[src/tds_pkg.sv]
package tds_pkg;

	typedef struct packed {
		logic lt;
		logic qm;
		logic eq;
		logic gt;
		logic w;
		logic c;
		logic space;
		logic cr;
		logic nl;
		logic lbrace;
		logic rbrace;
		logic slash;
		logic star;
		logic dquote;
	} cls_t;

	localparam logic       CMD_BYTE  = 1'b0;
	localparam logic       CMD_END   = 1'b1;

	localparam logic [1:0] KIND_ECHO = 2'd0;
	localparam logic [1:0] KIND_CSTR = 2'd1;
	localparam logic [1:0] KIND_CODE = 2'd2;

	localparam int         QUEUE_DEPTH = 4;

	localparam logic [7:0] CH_LT     = 8'h3C;
	localparam logic [7:0] CH_QM     = 8'h3F;
	localparam logic [7:0] CH_EQ     = 8'h3D;
	localparam logic [7:0] CH_GT     = 8'h3E;
	localparam logic [7:0] CH_W      = 8'h77;
	localparam logic [7:0] CH_C      = 8'h63;
	localparam logic [7:0] CH_SP     = 8'h20;
	localparam logic [7:0] CH_TAB    = 8'h09;
	localparam logic [7:0] CH_NL     = 8'h0A;
	localparam logic [7:0] CH_CR     = 8'h0D;
	localparam logic [7:0] CH_LBRACE = 8'h7B;
	localparam logic [7:0] CH_RBRACE = 8'h7D;
	localparam logic [7:0] CH_SLASH  = 8'h2F;
	localparam logic [7:0] CH_STAR   = 8'h2A;
	localparam logic [7:0] CH_DQUOTE = 8'h22;

	function automatic cls_t classify(input logic [7:0] b);
		cls_t r;
		r.lt     = (b == CH_LT);
		r.qm     = (b == CH_QM);
		r.eq     = (b == CH_EQ);
		r.gt     = (b == CH_GT);
		r.w      = (b == CH_W);
		r.c      = (b == CH_C);
		r.space  = (b == CH_SP) || (b == CH_TAB) || (b == CH_NL);
		r.cr     = (b == CH_CR);
		r.nl     = (b == CH_NL);
		r.lbrace = (b == CH_LBRACE);
		r.rbrace = (b == CH_RBRACE);
		r.slash  = (b == CH_SLASH);
		r.star   = (b == CH_STAR);
		r.dquote = (b == CH_DQUOTE);
		return r;
	endfunction

endpackage

[src/tds_stream_if.sv]
interface tds_byte_if;
	logic       valid;
	logic       ready;
	logic       command;
	logic [7:0] byte_value;

	modport source(output valid, command, byte_value, input ready);
	modport sink(input valid, command, byte_value, output ready);
endinterface

interface tds_block_if;
	logic        valid;
	logic        ready;
	logic [1:0]  block_kind;
	logic [31:0] block_start;
	logic [31:0] block_end;
	logic [15:0] block_scope;
	logic        quick_print;

	modport source(output valid, block_kind, block_start, block_end, block_scope,
		quick_print, input ready);
	modport sink(input valid, block_kind, block_start, block_end, block_scope,
		quick_print, output ready);
endinterface

[src/tds_front.sv]
module tds_front #(
	parameter int OFFSET_BITS = 32
) (
	input  logic                   clk,
	input  logic                   arst_n,
	tds_byte_if.sink               bytes,
	input  logic                   full,
	output logic                   push,
	output logic                   cmd,
	output tds_pkg::cls_t          cls,
	output logic [OFFSET_BITS-1:0] off
);
	import tds_pkg::*;

	logic [OFFSET_BITS-1:0] off_q;

	assign bytes.ready = !full;
	assign push        = bytes.valid && !full;
	assign cmd         = bytes.command;
	assign cls         = classify(bytes.byte_value);
	assign off         = off_q;

	always_ff @(posedge clk or negedge arst_n) begin
		if (!arst_n) begin
			off_q <= '0;
		end else if (push) begin
			if (bytes.command == CMD_END) begin
				off_q <= '0;
			end else begin
				off_q <= off_q + 1'b1;
			end
		end
	end
endmodule

[src/tds_queue.sv]
module tds_queue #(
	parameter int WIDTH = 48
) (
	input  logic             clk,
	input  logic             arst_n,
	input  logic             push,
	input  logic [WIDTH-1:0] wdata,
	output logic             full,
	input  logic             pop,
	output logic             valid,
	output logic [WIDTH-1:0] rdata
);
	import tds_pkg::*;

	localparam int PTR_W = $clog2(QUEUE_DEPTH);

	logic [WIDTH-1:0] mem [QUEUE_DEPTH];
	logic [PTR_W-1:0] wr_q;
	logic [PTR_W-1:0] rd_q;
	logic [PTR_W:0]   count_q;
	logic             do_pop;

	assign full   = (count_q == (PTR_W + 1)'(QUEUE_DEPTH));
	assign valid  = (count_q != '0);
	assign rdata  = mem[rd_q];
	assign do_pop = pop && valid;

	always_ff @(posedge clk) begin
		if (push) begin
			mem[wr_q] <= wdata;
		end
	end

	always_ff @(posedge clk or negedge arst_n) begin
		if (!arst_n) begin
			wr_q    <= '0;
			rd_q    <= '0;
			count_q <= '0;
		end else begin
			if (push) begin
				wr_q <= wr_q + 1'b1;
			end
			if (do_pop) begin
				rd_q <= rd_q + 1'b1;
			end
			if (push && !do_pop) begin
				count_q <= count_q + 1'b1;
			end else if (!push && do_pop) begin
				count_q <= count_q - 1'b1;
			end
		end
	end

	a_no_overflow: assert property (@(posedge clk) disable iff (!arst_n)
		full |-> !push)
		else $error("queue written while full");
endmodule

[src/tds_back.sv]
module tds_back #(
	parameter int OFFSET_BITS = 32,
	parameter int DEPTH_BITS  = 16
) (
	input  logic                   clk,
	input  logic                   arst_n,
	input  logic                   valid,
	input  logic                   cmd,
	input  tds_pkg::cls_t          cls,
	input  logic [OFFSET_BITS-1:0] off,
	output logic                   pop,
	tds_block_if.source            blocks
);
	import tds_pkg::*;

	localparam logic [2:0] STEP0 = 3'd0;
	localparam logic [2:0] STEP1 = 3'd1;
	localparam logic [2:0] STEP2 = 3'd2;
	localparam logic [2:0] STEP3 = 3'd3;
	localparam logic [2:0] STEP4 = 3'd4;

	typedef struct packed {
		logic                   code;
		logic                   line;
		logic                   blk;
		logic                   str;
		logic                   cms;
		logic [2:0]             step;
		logic [OFFSET_BITS-1:0] rstart;
		logic [OFFSET_BITS-1:0] dstart;
		logic                   skip;
		logic [DEPTH_BITS-1:0]  brace;
		logic                   quick;
		logic                   ncs;
	} st_t;

	localparam st_t ST_RESET = '0;
	localparam logic [DEPTH_BITS-1:0] BRACE_MAX = '1;

	st_t                    st_q;
	st_t                    nxt;
	logic                   emit;
	logic [1:0]             e_kind;
	logic [OFFSET_BITS-1:0] e_start;
	logic [OFFSET_BITS-1:0] e_end;
	logic [DEPTH_BITS-1:0]  e_scope;
	logic                   e_qp;
	logic                   adv;
	logic [OFFSET_BITS-1:0] off_inc;
	logic                   end_region;
	logic                   open_code;

	assign adv     = valid && (!blocks.valid || blocks.ready);
	assign pop     = adv;
	assign off_inc = off + 1'b1;

	always_comb begin
		nxt        = st_q;
		emit       = 1'b0;
		e_kind     = KIND_ECHO;
		e_start    = st_q.rstart;
		e_end      = st_q.dstart;
		e_scope    = st_q.brace;
		e_qp       = 1'b0;
		end_region = 1'b0;
		open_code  = 1'b0;
		if (cmd == CMD_END) begin
			if (st_q.rstart != off) begin
				emit   = 1'b1;
				e_kind = st_q.code ? KIND_CODE : KIND_ECHO;
				e_end  = off;
			end
			nxt = ST_RESET;
		end else if (!cls.cr) begin
			if (st_q.skip && cls.nl) begin
				nxt.skip   = 1'b0;
				nxt.rstart = off_inc;
			end else begin
				nxt.skip = 1'b0;
				if (st_q.code) begin
					if (st_q.line) begin
						if (cls.nl) begin
							nxt.line = 1'b0;
						end
					end else begin
						if (!st_q.str) begin
							if (!st_q.blk) begin
								if (cls.lbrace && st_q.brace != BRACE_MAX) begin
									nxt.brace = st_q.brace + 1'b1;
								end
								if (cls.rbrace && st_q.brace != '0) begin
									nxt.brace = st_q.brace - 1'b1;
								end
								if (!st_q.cms) begin
									if (cls.slash) begin
										nxt.cms = 1'b1;
									end
								end else begin
									if (cls.star) begin
										nxt.blk = 1'b1;
									end
									if (cls.slash) begin
										nxt.line = 1'b1;
									end
									nxt.cms = 1'b0;
								end
								case (st_q.step)
									STEP0: begin
										nxt.ncs = cls.eq;
										if (cls.qm || cls.eq) begin
											nxt.step   = STEP1;
											nxt.dstart = off;
										end
									end
									STEP1: begin
										if (cls.gt) begin
											end_region = 1'b1;
										end else if (cls.qm) begin
											nxt.step = STEP2;
										end else begin
											nxt.step = STEP0;
										end
									end
									STEP2: begin
										if (cls.gt) begin
											end_region = 1'b1;
										end
									end
									default: begin
										nxt.step = STEP0;
									end
								endcase
								if (end_region) begin
									if (nxt.dstart > st_q.rstart) begin
										emit    = 1'b1;
										e_kind  = KIND_CODE;
										e_end   = nxt.dstart;
										e_scope = nxt.brace;
										e_qp    = st_q.quick;
									end
									nxt.rstart = off_inc;
									nxt.code   = 1'b0;
									nxt.skip   = 1'b1;
									nxt.quick  = 1'b0;
									nxt.step   = STEP0;
								end
							end else if (!st_q.cms) begin
								if (cls.star) begin
									nxt.cms = 1'b1;
								end
							end else begin
								if (cls.slash) begin
									nxt.blk = 1'b0;
								end
								nxt.cms = 1'b0;
							end
						end
						if (!nxt.blk && cls.dquote) begin
							nxt.str = !st_q.str;
						end
					end
				end else begin
					case (st_q.step)
						STEP0: begin
							if (cls.lt) begin
								nxt.step   = STEP1;
								nxt.dstart = off;
							end
						end
						STEP1: begin
							nxt.step = cls.qm ? STEP2 : STEP0;
						end
						STEP2: begin
							if (cls.space || cls.eq) begin
								if (cls.eq) begin
									nxt.quick = 1'b1;
								end
								open_code = 1'b1;
							end
							nxt.step = cls.w ? STEP3 : STEP0;
						end
						STEP3: begin
							nxt.step = cls.c ? STEP4 : STEP0;
						end
						STEP4: begin
							open_code = cls.space;
							nxt.step  = STEP0;
						end
						default: begin
							nxt.step = STEP0;
						end
					endcase
					if (open_code) begin
						if (st_q.dstart > st_q.rstart) begin
							emit   = 1'b1;
							e_kind = st_q.ncs ? KIND_CSTR : KIND_ECHO;
						end
						nxt.rstart = off_inc;
						nxt.code   = 1'b1;
					end
				end
			end
		end
	end

	always_ff @(posedge clk or negedge arst_n) begin
		if (!arst_n) begin
			st_q         <= ST_RESET;
			blocks.valid <= 1'b0;
		end else begin
			if (adv) begin
				st_q <= nxt;
			end
			if (adv && emit) begin
				blocks.valid <= 1'b1;
			end else if (blocks.ready) begin
				blocks.valid <= 1'b0;
			end
		end
	end

	always_ff @(posedge clk) begin
		if (adv && emit) begin
			blocks.block_kind  <= e_kind;
			blocks.block_start <= 32'(e_start);
			blocks.block_end   <= 32'(e_end);
			blocks.block_scope <= 16'(e_scope);
			blocks.quick_print <= e_qp;
		end
	end

	a_html_clean: assert property (@(posedge clk) disable iff (!arst_n)
		!st_q.code |-> (!st_q.line && !st_q.blk && !st_q.str))
		else $error("comment or string state left over in HTML mode");

	a_one_comment: assert property (@(posedge clk) disable iff (!arst_n)
		!(st_q.line && st_q.blk))
		else $error("line and block comment open together");

	a_step_range: assert property (@(posedge clk) disable iff (!arst_n)
		st_q.step <= STEP4)
		else $error("matcher step out of range");

	a_emit_shown: assert property (@(posedge clk) disable iff (!arst_n)
		(adv && emit) |=> blocks.valid)
		else $error("record lost at output register");
endmodule

[src/template_delimiter_scanner.sv]
// An accepted byte is registered in the queue, and its record then reaches blocks through the output register.
// Throughput: one item per cycle while the queue is not full; the scanner state
// in the back end steps once per byte, and the four-entry queue absorbs output stalls.
// Reset: arst_n clears the offset counter, the queue, the scanner state and the
// output valid at once; no clearing pass is needed.
module template_delimiter_scanner #(
	parameter int OFFSET_BITS = 32,
	parameter int DEPTH_BITS  = 16
) (
	input logic         clk,
	input logic         arst_n,
	tds_byte_if.sink    bytes,
	tds_block_if.source blocks
);
	import tds_pkg::*;

	localparam int QW = 1 + $bits(cls_t) + OFFSET_BITS;

	logic                   push;
	logic                   full;
	logic                   f_cmd;
	cls_t                   f_cls;
	logic [OFFSET_BITS-1:0] f_off;
	logic                   q_valid;
	logic                   q_pop;
	logic [QW-1:0]          q_data;
	logic                   b_cmd;
	cls_t                   b_cls;
	logic [OFFSET_BITS-1:0] b_off;

	tds_front #(.OFFSET_BITS(OFFSET_BITS)) u_front (
		.clk    (clk),
		.arst_n (arst_n),
		.bytes  (bytes),
		.full   (full),
		.push   (push),
		.cmd    (f_cmd),
		.cls    (f_cls),
		.off    (f_off)
	);

	tds_queue #(.WIDTH(QW)) u_queue (
		.clk    (clk),
		.arst_n (arst_n),
		.push   (push),
		.wdata  ({f_cmd, f_cls, f_off}),
		.full   (full),
		.pop    (q_pop),
		.valid  (q_valid),
		.rdata  (q_data)
	);

	assign {b_cmd, b_cls, b_off} = q_data;

	tds_back #(.OFFSET_BITS(OFFSET_BITS), .DEPTH_BITS(DEPTH_BITS)) u_back (
		.clk    (clk),
		.arst_n (arst_n),
		.valid  (q_valid),
		.cmd    (b_cmd),
		.cls    (b_cls),
		.off    (b_off),
		.pop    (q_pop),
		.blocks (blocks)
	);
endmodule
[src/flat_wrapper.sv]
// flat-port wrapper written by rule: the top's interface ports become plain ports
module template_delimiter_scanner_flat import tds_pkg::*;
#(
	parameter int OFFSET_BITS = 32,
	parameter int DEPTH_BITS  = 16
)
  (clk, arst_n, bytes_valid, bytes_command, bytes_byte_value, bytes_ready, blocks_valid, blocks_block_kind, blocks_block_start, blocks_block_end, blocks_block_scope, blocks_quick_print, blocks_ready);
  tds_byte_if bytes_i ();
  tds_block_if blocks_i ();
  input logic clk;
  input logic arst_n;
  input wire logic [$bits(bytes_i.valid)-1:0] bytes_valid;
  input wire logic [$bits(bytes_i.command)-1:0] bytes_command;
  input wire logic [$bits(bytes_i.byte_value)-1:0] bytes_byte_value;
  output wire logic [$bits(bytes_i.ready)-1:0] bytes_ready;
  output wire logic [$bits(blocks_i.valid)-1:0] blocks_valid;
  output wire logic [$bits(blocks_i.block_kind)-1:0] blocks_block_kind;
  output wire logic [$bits(blocks_i.block_start)-1:0] blocks_block_start;
  output wire logic [$bits(blocks_i.block_end)-1:0] blocks_block_end;
  output wire logic [$bits(blocks_i.block_scope)-1:0] blocks_block_scope;
  output wire logic [$bits(blocks_i.quick_print)-1:0] blocks_quick_print;
  input wire logic [$bits(blocks_i.ready)-1:0] blocks_ready;
  assign bytes_i.valid = bytes_valid;
  assign bytes_i.command = bytes_command;
  assign bytes_i.byte_value = bytes_byte_value;
  assign bytes_ready = bytes_i.ready;
  assign blocks_valid = blocks_i.valid;
  assign blocks_block_kind = blocks_i.block_kind;
  assign blocks_block_start = blocks_i.block_start;
  assign blocks_block_end = blocks_i.block_end;
  assign blocks_block_scope = blocks_i.block_scope;
  assign blocks_quick_print = blocks_i.quick_print;
  assign blocks_i.ready = blocks_ready;
  template_delimiter_scanner #(.OFFSET_BITS(OFFSET_BITS), .DEPTH_BITS(DEPTH_BITS)) u_core (.clk(clk), .arst_n(arst_n), .bytes(bytes_i), .blocks(blocks_i));
endmodule
[config.mk]
export PLATFORM = sky130hd
export DESIGN_NAME = template_delimiter_scanner_flat
export DESIGN_NICKNAME = d
export VERILOG_FILES = /design/src/tds_pkg.sv /design/src/tds_stream_if.sv /design/src/tds_front.sv /design/src/tds_queue.sv /design/src/tds_back.sv /design/src/template_delimiter_scanner.sv /design/src/flat_wrapper.sv
export SDC_FILE = /design/constraint.sdc
export NUM_CORES = 1
export LEC_CHECK = 0
export BUFFER_PORTS_ARGS = -buffer_cell sky130_fd_sc_hd__buf_2
export CORE_MARGIN = 2
export CORE_UTILIZATION = 40
export CTS_BUF_LIST = sky130_fd_sc_hd__clkbuf_4
export DETAILED_ROUTE_END_ITERATION = 8
export HOLD_SLACK_MARGIN = 0.05
export PLACE_DENSITY = 0.55
export RECOVER_POWER = 100
export SLEW_MARGIN = 0
export SYNTH_ARGS = -nofsm -noshare
export SYNTH_HDL_FRONTEND = slang
export SYNTH_SLANG_ARGS = --single-unit
[constraint.sdc]
create_clock -name clk -period 19.88 [get_ports clk]
set_input_delay 3.976 -clock clk [delete_from_list [all_inputs] [get_ports clk]]
set_output_delay 3.976 -clock clk [all_outputs]
set_load 0.03 [all_outputs]
==> run_results.csv, run 1 <==
group,metric,value,unit
setup_path,crit_path_max_incr_delay,2450,ps
global_routing,grt-ovfl-total,0,
sta,final_max_slew_viol_count,564,
routing,post_drt_wl_per_cell,20.3,microns
synthesis,yosysTopAreaCell,"edfxtp_1",
synthesis,synth.net_count,1603,
clock_tree,cts_tree,"built",
global_routing,grt_pass1_vias,13100,
setup_path,worstPathArrival,11020,ps
sta,setup_tns,0,ps
synthesis,synth_area,19700,sq um
setup_path,end_kind,"flop",
outcome,violations,"max-capacitance violations, max-slew violations",
setup_path,crit_type,"flop to flop",
cells_and_area,drive_above_1_share,0.160,
power_and_ir_drop,p_per_area,172,nW/um^2
global_routing,track_usage,0.197,
sta,slew_headroom,-2.46,
routing,vias,13000,
floorplan,core-area,48800,sq um
setup_path,worstSetupStartpointType,"flop",
sta,skew,62.9,ps
setup_path,worst-path-buf-inv,2,
placement,gp_congestion,0.864,
outcome,status,"complete, but fails checks",
clock_tree,cts_hold_buf,0,
synthesis,yosys-top-cells-area,"edfxtp_1 41%, dfrtp_1 17%, mux4_2 5.2%, ha_1 4.6%, xnor2_1 3.6%",
placement,portBuffers,97,
clock_tree,htree_levels,3,
cells_and_area,final_nets,1760,
worst_hold_path,min-delay-path-class,"flop to flop",
floorplan,fp.dieH,226,microns
floorplan,rows,81,
setup_path,worstPathMaxFanout,64,
run,max-cap-violations,12,
setup_path,required,20230,ps
synthesis,synth_top_cell_area_share,0.412,
routing,drt_wl_total,49300,microns
clock_tree,cts_sinks,402,
sta,final_hold_viol_count,0,
floorplan,fp.dieArea,51200,sq um
setup_path,slowest_stage,"clkbuf_1",
synthesis,ys_ff_latch,402,
power_and_ir_drop,ir_drop,0.0872,mV
sta,fin_crit_sh,0.537,
floorplan,ios,98,
global_routing,antenna_found_initial,1,
clock_tree,ctsResizeCount,0,
clock_tree,ctsRootBufferMaster,"clkbuf_4",
synthesis,yosysSeqAreaShare,0.578,
synthesis,yosys_warnings,0,
sta,fmax,93.8,MHz
sta,tightest_slew,5190,ps
sta,setup_violations,0,
synthesis,synth-async-reset-ratio,0.326,
sta,fin_ws,9210,ps
power_and_ir_drop,p_leak,7.99,nW
clock_tree,clock_path_buffers,3,
clock_tree,clk_pin_slew,70,ps
routing,drt-initial-drc-count,883,
synthesis,synth.distinct_cells,81,
global_routing,grt_max_degree,84,
placement,dp_hpwl,32800,microns
clock_tree,cts_setup_buffers,0,
cells_and_area,utilization,0.449,
cells_and_area,final_area,21900,sq um
synthesis,syn_area_per_cell,13.0,sq um
global_routing,grt_first_pass_wirelength,76300,microns
routing,drt_first_pass_iters,5,
clock_tree,cts_inserted_buffers,105,
power_and_ir_drop,finalPower,3.77,mW
sta,rsz0062_at_grt,"false",
clock_tree,clock_latency,850,ps
placement,dp_slack,12950,ps
routing,drc,0,
sta,min_period,10670,ps
cells_and_area,syn_to_final_growth,11.0,%
floorplan,die_w,226,microns
placement,dpl-instance-area,20900,sq um
synthesis,synth_ff_type,"edfxtp_1",
synthesis,synth_edf_count,271,
floorplan,start_util,0.404,
synthesis,synthCells,1516,
setup_path,crit_chain,"clkbuf_1 -> o21ai_0 -> o21ai_0 -> ha_1 -> nand2_1 -> nor4_1 -> nand2_1 -> a31oi_1 -> o2111a_1 -> nor3b_1 -> nor2_1 -> clkbuf_1",
routing,drt.antenna.violating_nets,0,
routing,vias_per_cell,5.37,
setup_path,cpLargestDelayFamily,"buffers and inverters",
[sequential cells by signal (all words and copies together), names as in the netlist]
name,count
u_core.u_back.blocks.valid,1
u_core.u_back.blocks.quick_print,1
u_core.u_back.blocks.block_end,32
u_core.u_back.e_start,32
u_core.u_back.blocks.block_scope,16
u_core.u_queue.count_q,3
u_core.u_queue.wr_q,2
u_core.u_queue.rd_q,2
u_core.u_back.blocks.block_start,32
u_core.u_queue.mem,188
u_core.u_front.off,32
u_core.u_back.st_q,59
u_core.u_back.blocks.block_kind,2
[layer usage]
layer,GRT usage,routed length [microns]
met1,0.272,22900
met2,0.311,22900
met3,0.0370,2560
met4,0.0702,944
met5,0,0
[cells by family (layout without fill, tap and decap cells)]
group / after synthesis / count (layout) / share of synthesized area
muxes: 114 / 114 / 0.0953
xor gates and xnor gates: 109 / 109 / 0.0483
buffers and inverters: 129 / 375 / 0.0305
AOI/OAI and AO/OA: 273 / 273 / 0.0932
adders and majority gates: 74 / 74 / 0.0473
and+or+nand+nor: 415 / 415 / 0.107
DFF: 402 / 402 / 0.578
other: 0 / 1 / 0
[area by class of cell]
type / count / area, sq um
inverters: 62 / 233
well taps: 664 / 831
repair buffers: 117 / 474
multi-input cells: 985 / 7600
fillers: 4663 / 26900
diodes: 1 / 2.50
clock buffers: 158 / 1190
flip-flops and latches: 402 / 11400
clock inverters: 38 / 178
[stage by stage]
stage          hold slack, ps  instances
2_1_floorplan             446       1516
3_3_place_gp              495       2229
3_5_place_dp              494       2230
4_1_cts                   512       2426
5_1_grt                   531       2427
6_report                  512       2427
[power breakdown]
group	switching, mW	leakage, nW	internal (mW)	total (mW)
logic	1.11	2.92	0.607	1.72
registers	0.136	4.26	1.20	1.34
clock network	0.347	0.806	0.366	0.713
[path summary, 6_finish.rpt]
| kind | start | end | slack [ps] | cells past startpoint |
|---|---|---|---|---|
| setup / recovery | u_core.u_queue.rd_q[1]$_DFFE_PN0P_ | u_core.u_back.blocks.block_start[21]$_DFFE_PP_ | 9210 | 12 |
| hold reg to reg | u_core.u_back.st_q[0]$_DFFE_PN0P_ | u_core.u_back.st_q[0]$_DFFE_PN0P_ | 510 | 2 |
| hold / removal | u_core.u_back.st_q[0]$_DFFE_PN0P_ | u_core.u_back.st_q[0]$_DFFE_PN0P_ | 510 | 2 |
| min in group asynchronous | arst_n | u_core.u_back.st_q[5]$_DFFE_PN0P_ | 5080 | 1 |
| setup reg to reg | u_core.u_queue.rd_q[1]$_DFFE_PN0P_ | u_core.u_back.blocks.block_start[21]$_DFFE_PP_ | 9210 | 12 |
| max in group asynchronous | arst_n | u_core.u_back.st_q[39]$_DFFE_PN0P_ | 10210 | 2 |
[Yosys cell counts, types with 5 or more instances]
| cell | number |
|---|---|
| and4_1 | 9 |
| clkbuf_1 | 39 |
| o21ai_0 | 98 |
| nand4_1 | 37 |
| xnor2_1 | 81 |
| xor2_1 | 28 |
| nor3b_1 | 6 |
| nor3_1 | 30 |
| nor2b_1 | 9 |
| nor2_1 | 76 |
| a22o_1 | 62 |
| or2_2 | 5 |
| nand3_1 | 38 |
| mux2_2 | 32 |
| a21oi_1 | 41 |
| buf_6 | 8 |
| inv_1 | 60 |
| mux4_2 | 46 |
| buf_2 | 16 |
| a21o_1 | 8 |
| ha_1 | 73 |
| mux2_4 | 25 |
| and2_1 | 7 |
| o31ai_1 | 7 |
| o21ai_1 | 8 |
| or3_1 | 17 |
| o211ai_1 | 6 |
| and3_1 | 16 |
| mux2i_1 | 11 |
| nand2_1 | 125 |
| nor4_1 | 13 |
| nand2b_1 | 10 |
| edfxtp_1 | 271 |
| dfrtp_1 | 131 |
[worst reg2reg max path, delay by kind of cell, from the launching register on]
family          cells  cell delay [ps]
simple gates        5             2380
compound gates      4             2430
flops               1              520
fa+ha+maj           1              200
buf+inv             2             4630
[placed cells by master, fill, tap and decap left out, types with 4 or more instances in the layout]
cell type,count
a21o_1,8
clkinv_1,28
o21ai_1,6
o21ai_0,99
edfxtp_1,271
dfrtp_1,130
mux2_1,27
nor3_1,29
mux2_2,30
xnor2_1,81
nand3_1,38
xor2_1,28
clkinv_2,5
or2_2,5
nand2_1,126
buf_2,7
buf_4,7
mux2i_1,11
ha_1,73
and3_2,4
o211ai_1,6
a31oi_1,4
and2_1,6
or3_1,18
and3_1,12
nor4_1,13
nor2_1,76
inv_1,60
a21oi_1,41
nor3b_1,7
o31ai_1,7
and4_1,9
clkbuf_4,158
a22o_1,62
clkbuf_1,103
nand2b_1,10
nand4_1,37
nor2b_1,9
mux4_2,46
Note: power is estimated with default switching activity, not from simulation.
==> inputs of run 2 (changes only) <==
--- a/config.mk
+++ b/config.mk
@@ -11,7 +11,7 @@
 export CTS_BUF_LIST = sky130_fd_sc_hd__clkbuf_4
 export DETAILED_ROUTE_END_ITERATION = 8
 export HOLD_SLACK_MARGIN = 0.05
-export PLACE_DENSITY = 0.55
+export PLACE_DENSITY = 0.57
 export RECOVER_POWER = 100
 export SLEW_MARGIN = 0
 export SYNTH_ARGS = -nofsm -noshare
==> constraint.sdc (replaced) <==
create_clock -name clk -period 8.55 [get_ports clk]
set_input_delay 1.71 -clock clk [delete_from_list [all_inputs] [get_ports clk]]
set_output_delay 1.71 -clock clk [all_outputs]
set_load 0.03 [all_outputs]
==> run 2 against run 1 <==
  * The flow still finishes with violations (max-capacitance violations, max-slew violations)
  * Hold slack worse by 13 ps
  * Power increased by 130%
  * Flip-flop and latch count stayed put
  * Largest cell class unchanged
  * Via count increased by 0.89%
  * Fmax increased by 49%
  * Critical path depth down 4
  * Global-route usage fell by 0.25 points
  * Design area up 0.60%
  * Worst setup slack worse by 7800 ps
  * First-iteration DRC count is 5.7% lower
  * Utilization rose by 0.27 points
  * Count of clock-buffer cells in the layout did not move
==> run_results.csv, run 2 (same netlist as run 1, synthesis figures left out) <==
group,metric,value,unit
outcome,status,"complete, but fails checks",
outcome,violations,"max-capacitance violations, max-slew violations",
placement,gp_congestion,0.882,
setup_path,worstPathArrival,7920,ps
cells_and_area,syn_to_final_growth,11.7,%
setup_path,worstPathMaxFanout,33,
sta,fin_crit_sh,0.840,
clock_tree,ctsRootBufferMaster,"clkbuf_4",
routing,drt-initial-drc-count,833,
setup_path,reg2reg_slack,1370,ps
routing,drc,0,
cells_and_area,max_flop_register,"u_core.u_queue.mem",
cells_and_area,reg.largest.list,"u_core.u_queue.mem (188), u_core.u_back.st_q (59)",
clock_tree,ctsResizeCount,0,
clock_tree,cts_tree,"built",
floorplan,fp.dieH,226,microns
cells_and_area,largest_reg_flops,188,
cells_and_area,utilization,0.451,
sta,final_hold_viol_count,0,
global_routing,grt_max_degree,71,
routing,vias,13100,
sta,final_max_slew_viol_count,461,
setup_path,timing.rr.start,"u_core.u_queue.rd_q[0]$_DFFE_PN0P_",
sta,fmax,139,MHz
global_routing,grt_pass1_vias,13000,
placement,placed_cells,2230,
cells_and_area,final_nets,1760,
sta,tightest_slew,4210,ps
sta,slew_headroom,-1.81,
cells_and_area,fillerInstances,4663,
global_routing,antenna_found_initial,3,
placement,portBuffers,97,
worst_hold_path,min_delay_path_depth,1,
sta,rsz0062_at_grt,"false",
power_and_ir_drop,p_leak,8.05,nW
setup_path,crit_type,"flop to flop",
placement,dpl-instance-area,20900,sq um
routing,drt_wl_total,49100,microns
routing,drt_first_pass_iters,5,
worst_hold_path,worstHoldEndpoint,"u_core.u_queue.count_q[2]$_DFFE_PN0P_",
cells_and_area,final_common_cell,"edfxtp_1",
routing,vias_per_cell,5.41,
worst_hold_path,min-delay-path-class,"flop to flop",
worst_hold_path,hp-start,"u_core.u_queue.count_q[2]$_DFFE_PN0P_",
floorplan,rows,81,
placement,dp_hpwl,32300,microns
power_and_ir_drop,ir_drop,0.194,mV
clock_tree,htree_levels,3,
run,max-cap-violations,10,
clock_tree,cts_hold_buf,0,
clock_tree,clock_path_buffers,3,
setup_path,worstReg2RegEnd,"u_core.u_back.st_q[29]$_DFFE_PN0P_",
floorplan,ios,98,
sta,skew,52.8,ps
floorplan,die_w,226,microns
sta,setup_violations,0,
clock_tree,cts_setup_buffers,0,
clock_tree,cts_sinks,402,
setup_path,end_kind,"flop",
floorplan,start_util,0.404,
routing,post_drt_wl_per_cell,20.2,microns
cells_and_area,final_cell_mix,"271 x edfxtp_1, 158 x clkbuf_4, 129 x dfrtp_1, 126 x nand2_1, 101 x o21ai_0",
clock_tree,clock_latency,850,ps
cells_and_area,layout.cells.non_filler,2430,
global_routing,track_usage,0.195,
clock_tree,clk_pin_slew,70,ps
cells_and_area,drive_above_1_share,0.165,
setup_path,required,9290,ps
global_routing,grt-ovfl-total,0,
sta,min_period,7180,ps
setup_path,worstSetupStartpointType,"flop",
sta,setup_tns,0,ps
power_and_ir_drop,p_per_area,401,nW/um^2
floorplan,fp.dieArea,51200,sq um
global_routing,grt_first_pass_wirelength,75400,microns
clock_tree,cts_inserted_buffers,105,
cells_and_area,final_area,22100,sq um
setup_path,reg2regPathDepth,8,
routing,drt.antenna.violating_nets,0,
floorplan,core-area,48800,sq um
run 2: worst max path at each step:
stage | from | endpoint | slack (ps) | cells past startpoint
final | u_core.u_queue.rd_q[0]$_DFFE_PN0P_ | u_core.u_back.st_q[29]$_DFFE_PN0P_ | 1370 | 8
after global routing | u_core.u_queue.rd_q[0]$_DFFE_PN0P_ | u_core.u_back.st_q[28]$_DFFE_PN0P_ | 960 | 8
after CTS | u_core.u_queue.rd_q[0]$_DFFE_PN0P_ | u_core.u_back.blocks.block_start[10]$_DFFE_PP_ | 1790 | 13
after global placement | u_core.u_queue.rd_q[0]$_DFFE_PN0P_ | u_core.u_back.blocks.block_start[15]$_DFFE_PP_ | 2060 | 13
after floorplan | u_core.u_queue.rd_q[0]$_DFFE_PN0P_ | u_core.u_back.blocks.block_end[0]$_DFFE_PP_ | 870 | 16
after detailed placement | u_core.u_queue.rd_q[0]$_DFFE_PN0P_ | u_core.u_back.blocks.block_start[7]$_DFFE_PP_ | 1850 | 13
run 2: through the flow:
step,power (mW),hold slack (ps),setup slack [ps]
finish,8.83,499,1370
global route,9.44,539,960
CTS,9.10,502,1790
detailed placement,7.32,494,1850
global placement,7.27,490,2060
floorplan,6.14,446,871
run 2: area by class of cell:
type | count | area (sq um) | area share
flip-flops and latches | 402 | 11400 | 0.518
multi-input cells | 985 | 7640 | 0.346
clock buffers | 158 | 1190 | 0.0538
well taps | 664 | 831 | 0.0377
repair buffers | 117 | 497 | 0.0225
clock inverters | 40 | 244 | 0.0111
inverters | 62 | 233 | 0.0106
diodes | 2 | 5.00 | 0.000227
run 2: critical path, cell delays in order (launching register included):
cell,delay [ps]
dfrtp_4,850
buf_4,600
mux4_2,640
and2_0,290
a211oi_1,970
o31ai_4,140
clkbuf_1,790
nor2_1,2460
a22o_1,330
run 2: power breakdown:
part	internal (mW)	total (mW)	switching (mW)
Clock	0.937	1.74	0.802
Combinational	1.42	3.99	2.57
Sequential	2.78	3.10	0.324
run 2: layer usage:
metal,vias to the layer above,global-route usage,wire length [microns]
li1,6117,-,-
met1,6534,0.270,22500
met2,400,0.297,22400
met3,90,0.0422,2990
met4,0,0.0785,1240
met5,-,0,0
==> inputs of run 3 (changes only) <==
--- a/config.mk
+++ b/config.mk
@@ -5,13 +5,14 @@
 export SDC_FILE = /design/constraint.sdc
 export NUM_CORES = 1
 export LEC_CHECK = 0
+export ABC_AREA = 1
 export BUFFER_PORTS_ARGS = -buffer_cell sky130_fd_sc_hd__buf_2
 export CORE_MARGIN = 2
 export CORE_UTILIZATION = 40
 export CTS_BUF_LIST = sky130_fd_sc_hd__clkbuf_4
 export DETAILED_ROUTE_END_ITERATION = 8
 export HOLD_SLACK_MARGIN = 0.05
-export PLACE_DENSITY = 0.57
+export PLACE_DENSITY = 0.55
 export RECOVER_POWER = 100
 export SLEW_MARGIN = 0
 export SYNTH_ARGS = -nofsm -noshare
==> constraint.sdc (replaced) <==
create_clock -name clk -period 7.2 [get_ports clk]
set_input_delay 1.44 -clock clk [delete_from_list [all_inputs] [get_ports clk]]
set_output_delay 1.44 -clock clk [all_outputs]
set_load 0.03 [all_outputs]
==> run 3 against run 2 <==
  * The run still ends with max-capacitance violations, max-slew violations left
  * Design area up 8.1%
  * Synthesized cell count up 64%
  * Fmax up 18%
  * Count of clock-buffer cells in the layout up 10
  * Sequential share of layout area down 3.9 points
  * Via count up 34%
  * Highest routed layer unchanged
==> run_results.csv, run 3 <==
group,metric,value,unit
synthesis,synth_top_cell_area_share,0.378,
sta,final_hold_viol_count,0,
placement,portBuffers,97,
synthesis,synthCells,2484,
floorplan,ios,98,
clock_tree,cts_sinks,402,
setup_path,crit_path_end,"u_core.u_back.blocks.block_scope[9]$_DFFE_PP_",
cells_and_area,fillerInstances,5286,
cells_and_area,max_flop_register,"u_core.u_queue.mem",
setup_path,crit_type,"flop to flop",
setup_path,critPathLaunch,"u_core.u_queue.rd_q[0]$_DFFE_PN0P_",
synthesis,yosysSeqAreaShare,0.530,
sta,fin_crit_sh,0.847,
global_routing,grt_first_pass_wirelength,93400,microns
setup_path,crit_chain,"buf_4 -> nand2_1 -> a32oi_2 -> clkbuf_1 -> inv_1 -> clkbuf_2 -> nand2_1 -> nor2_1 -> nand3_1 -> nor2_1 -> xor2_1",
setup_path,worstPathMaxFanout,84,
floorplan,die_w,236,microns
worst_hold_path,min-delay-path-class,"flop to flop",
cells_and_area,final_common_cell,"nand2_1",
clock_tree,cts_tree,"built",
setup_path,slowest_stage,"clkbuf_1",
clock_tree,htree_levels,3,
clock_tree,clk_pin_slew,60,ps
sta,setup_violations,0,
outcome,violations,"max-capacitance violations, max-slew violations",
synthesis,yosys_warnings,0,
floorplan,fp.dieH,236,microns
routing,vias,17600,
clock_tree,ctsResizeCount,0,
clock_tree,cts_inserted_buffers,105,
floorplan,core-area,53500,sq um
placement,gp_congestion,0.931,
synthesis,synth_edf_count,271,
cells_and_area,utilization,0.446,
global_routing,antenna_found_initial,1,
setup_path,reg2reg_slack,1100,ps
synthesis,yosysMostFrequentCell,"nand2_1",
cells_and_area,final_area,23800,sq um
clock_tree,ctsRootBufferMaster,"clkbuf_4",
setup_path,crit_path_max_incr_delay,1200,ps
cells_and_area,final_nets,2703,
cells_and_area,drive_above_1_share,0.0886,
global_routing,track_usage,0.215,
routing,drt_wl_total,59900,microns
sta,fmax,164,MHz
synthesis,synth-async-reset-ratio,0.326,
setup_path,end_kind,"flop",
outcome,status,"complete, but fails checks",
setup_path,worstReg2RegEnd,"u_core.u_back.blocks.block_scope[9]$_DFFE_PP_",
synthesis,synth_ff_type,"edfxtp_1",
synthesis,synth.net_count,2571,
global_routing,grt_max_degree,93,
setup_path,reg2regPathDepth,11,
cells_and_area,largest_reg_flops,188,
placement,dpl-instance-area,22600,sq um
clock_tree,clock_latency,860,ps
synthesis,synth_commonest_cells,"693 x nand2_1, 271 x edfxtp_1, 257 x inv_1",
clock_tree,clock_path_buffers,3,
setup_path,timing.rr.start,"u_core.u_queue.rd_q[0]$_DFFE_PN0P_",
sta,slew_headroom,-1.48,
cells_and_area,syn_to_final_growth,10.6,%
global_routing,grt-ovfl-total,0,
setup_path,worst-path-buf-inv,4,
global_routing,grt_pass1_vias,17000,
routing,drt.antenna.violating_nets,0,
routing,drt-initial-drc-count,1481,
sta,tightest_slew,3720,ps
floorplan,start_util,0.403,
sta,final_max_slew_viol_count,434,
synthesis,synth_area,21500,sq um
placement,placed_cells,3205,
setup_path,worstSetupStartpointType,"flop",
sta,rsz0062_at_grt,"false",
routing,vias_per_cell,5.18,
placement,dp_hpwl,40700,microns
synthesis,yosysTopAreaCell,"edfxtp_1",
synthesis,ys_ff_latch,402,
cells_and_area,seq_area,11400,sq um
setup_path,worst-path-stages,11,
routing,drc,0,
cells_and_area,multi_input_area,8570,sq um
cells_and_area,layout.cells.non_filler,3405,
setup_path,required,7760,ps
run,max-cap-violations,8,
cells_and_area,reg.largest.list,"u_core.u_queue.mem (188), u_core.u_back.st_q (59)",
floorplan,rows,85,
clock_tree,cts_setup_buffers,0,
sta,skew,58.3,ps
clock_tree,cts_hold_buf,0,
routing,post_drt_wl_per_cell,17.6,microns
setup_path,cpLargestDelayFamily,"buffers and inverters",
cells_and_area,final_cell_mix,"695 x nand2_1, 271 x edfxtp_1, 260 x inv_1, 225 x nor2_1, 185 x nand3_1",
sta,setup_tns,0,ps
floorplan,fp.dieArea,55700,sq um
setup_path,worstPathArrival,6660,ps
synthesis,syn_area_per_cell,8.67,sq um
synthesis,yosys-top-cells-area,"edfxtp_1 38%, dfrtp_1 15%, nand2_1 12%, inv_1 4.5%, nand3_1 4.3%",
synthesis,synth.distinct_cells,56,
sta,min_period,6100,ps
routing,drt_first_pass_iters,5,
## run 3: cell type report
| type | count | share of cell area |
|---|---|---|
| sequential | 402 | 0.479 |
| multi-input combinational | 1723 | 0.360 |
| clock buffer | 168 | 0.0529 |
| inverter | 266 | 0.0421 |
| tap | 696 | 0.0365 |
| timing repair buffer | 118 | 0.0218 |
| clock inverter | 31 | 0.00761 |
| antenna | 1 | 0.000105 |
## run 3: how the worst min path moves through the flow
stage | start | end | slack [ps] | depth (start not counted)
floorplan | u_core.u_back.e_start[10]$_DFFE_PN0P_ | u_core.u_back.blocks.block_start[10]$_DFFE_PP_ | 450 | 0
global placement | u_core.u_back.e_start[12]$_DFFE_PN0P_ | u_core.u_back.blocks.block_start[12]$_DFFE_PP_ | 470 | 0
detailed placement | u_core.u_back.e_start[12]$_DFFE_PN0P_ | u_core.u_back.blocks.block_start[12]$_DFFE_PP_ | 470 | 0
CTS | u_core.u_back.e_start[20]$_DFFE_PN0P_ | u_core.u_back.blocks.block_start[20]$_DFFE_PP_ | 470 | 0
global route | u_core.u_back.e_start[13]$_DFFE_PN0P_ | u_core.u_back.blocks.block_start[13]$_DFFE_PP_ | 490 | 0
finish | u_core.u_back.e_start[20]$_DFFE_PN0P_ | u_core.u_back.blocks.block_start[20]$_DFFE_PP_ | 480 | 0
## run 3: routing by layer
layer  track usage  wire, microns  vias to the layer above
met5             0              0                        -
met4        0.0847           1640                        0
met3        0.0366           3170                      115
met2         0.350          28200                      516
met1         0.286          26800                     8329
li1              -              -                     8665
## run 3: logic make-up after synthesis
family / Yosys count / synth area share
xor gates and xnor gates: 51 / 0.0207
DFF: 402 / 0.530
buffers and inverters: 359 / 0.0723
and+or+nand+nor: 1232 / 0.241
AOI/OAI and AO/OA: 366 / 0.0929
adders and majority gates: 74 / 0.0433
## run 3: metrics by stage
| stage | worst slack, ps | hold WS [ps] |
|---|---|---|
| floorplan | 1950 | 447 |
| global placement | 1930 | 465 |
| detailed placement | 1780 | 468 |
| CTS | 1720 | 471 |
| global route | 687 | 492 |
| finish | 1100 | 484 |
Power of run 3 is left out: the tool's default activity adds up to more than one toggle a clock period on the data nets, which glitch-free logic cannot reach.
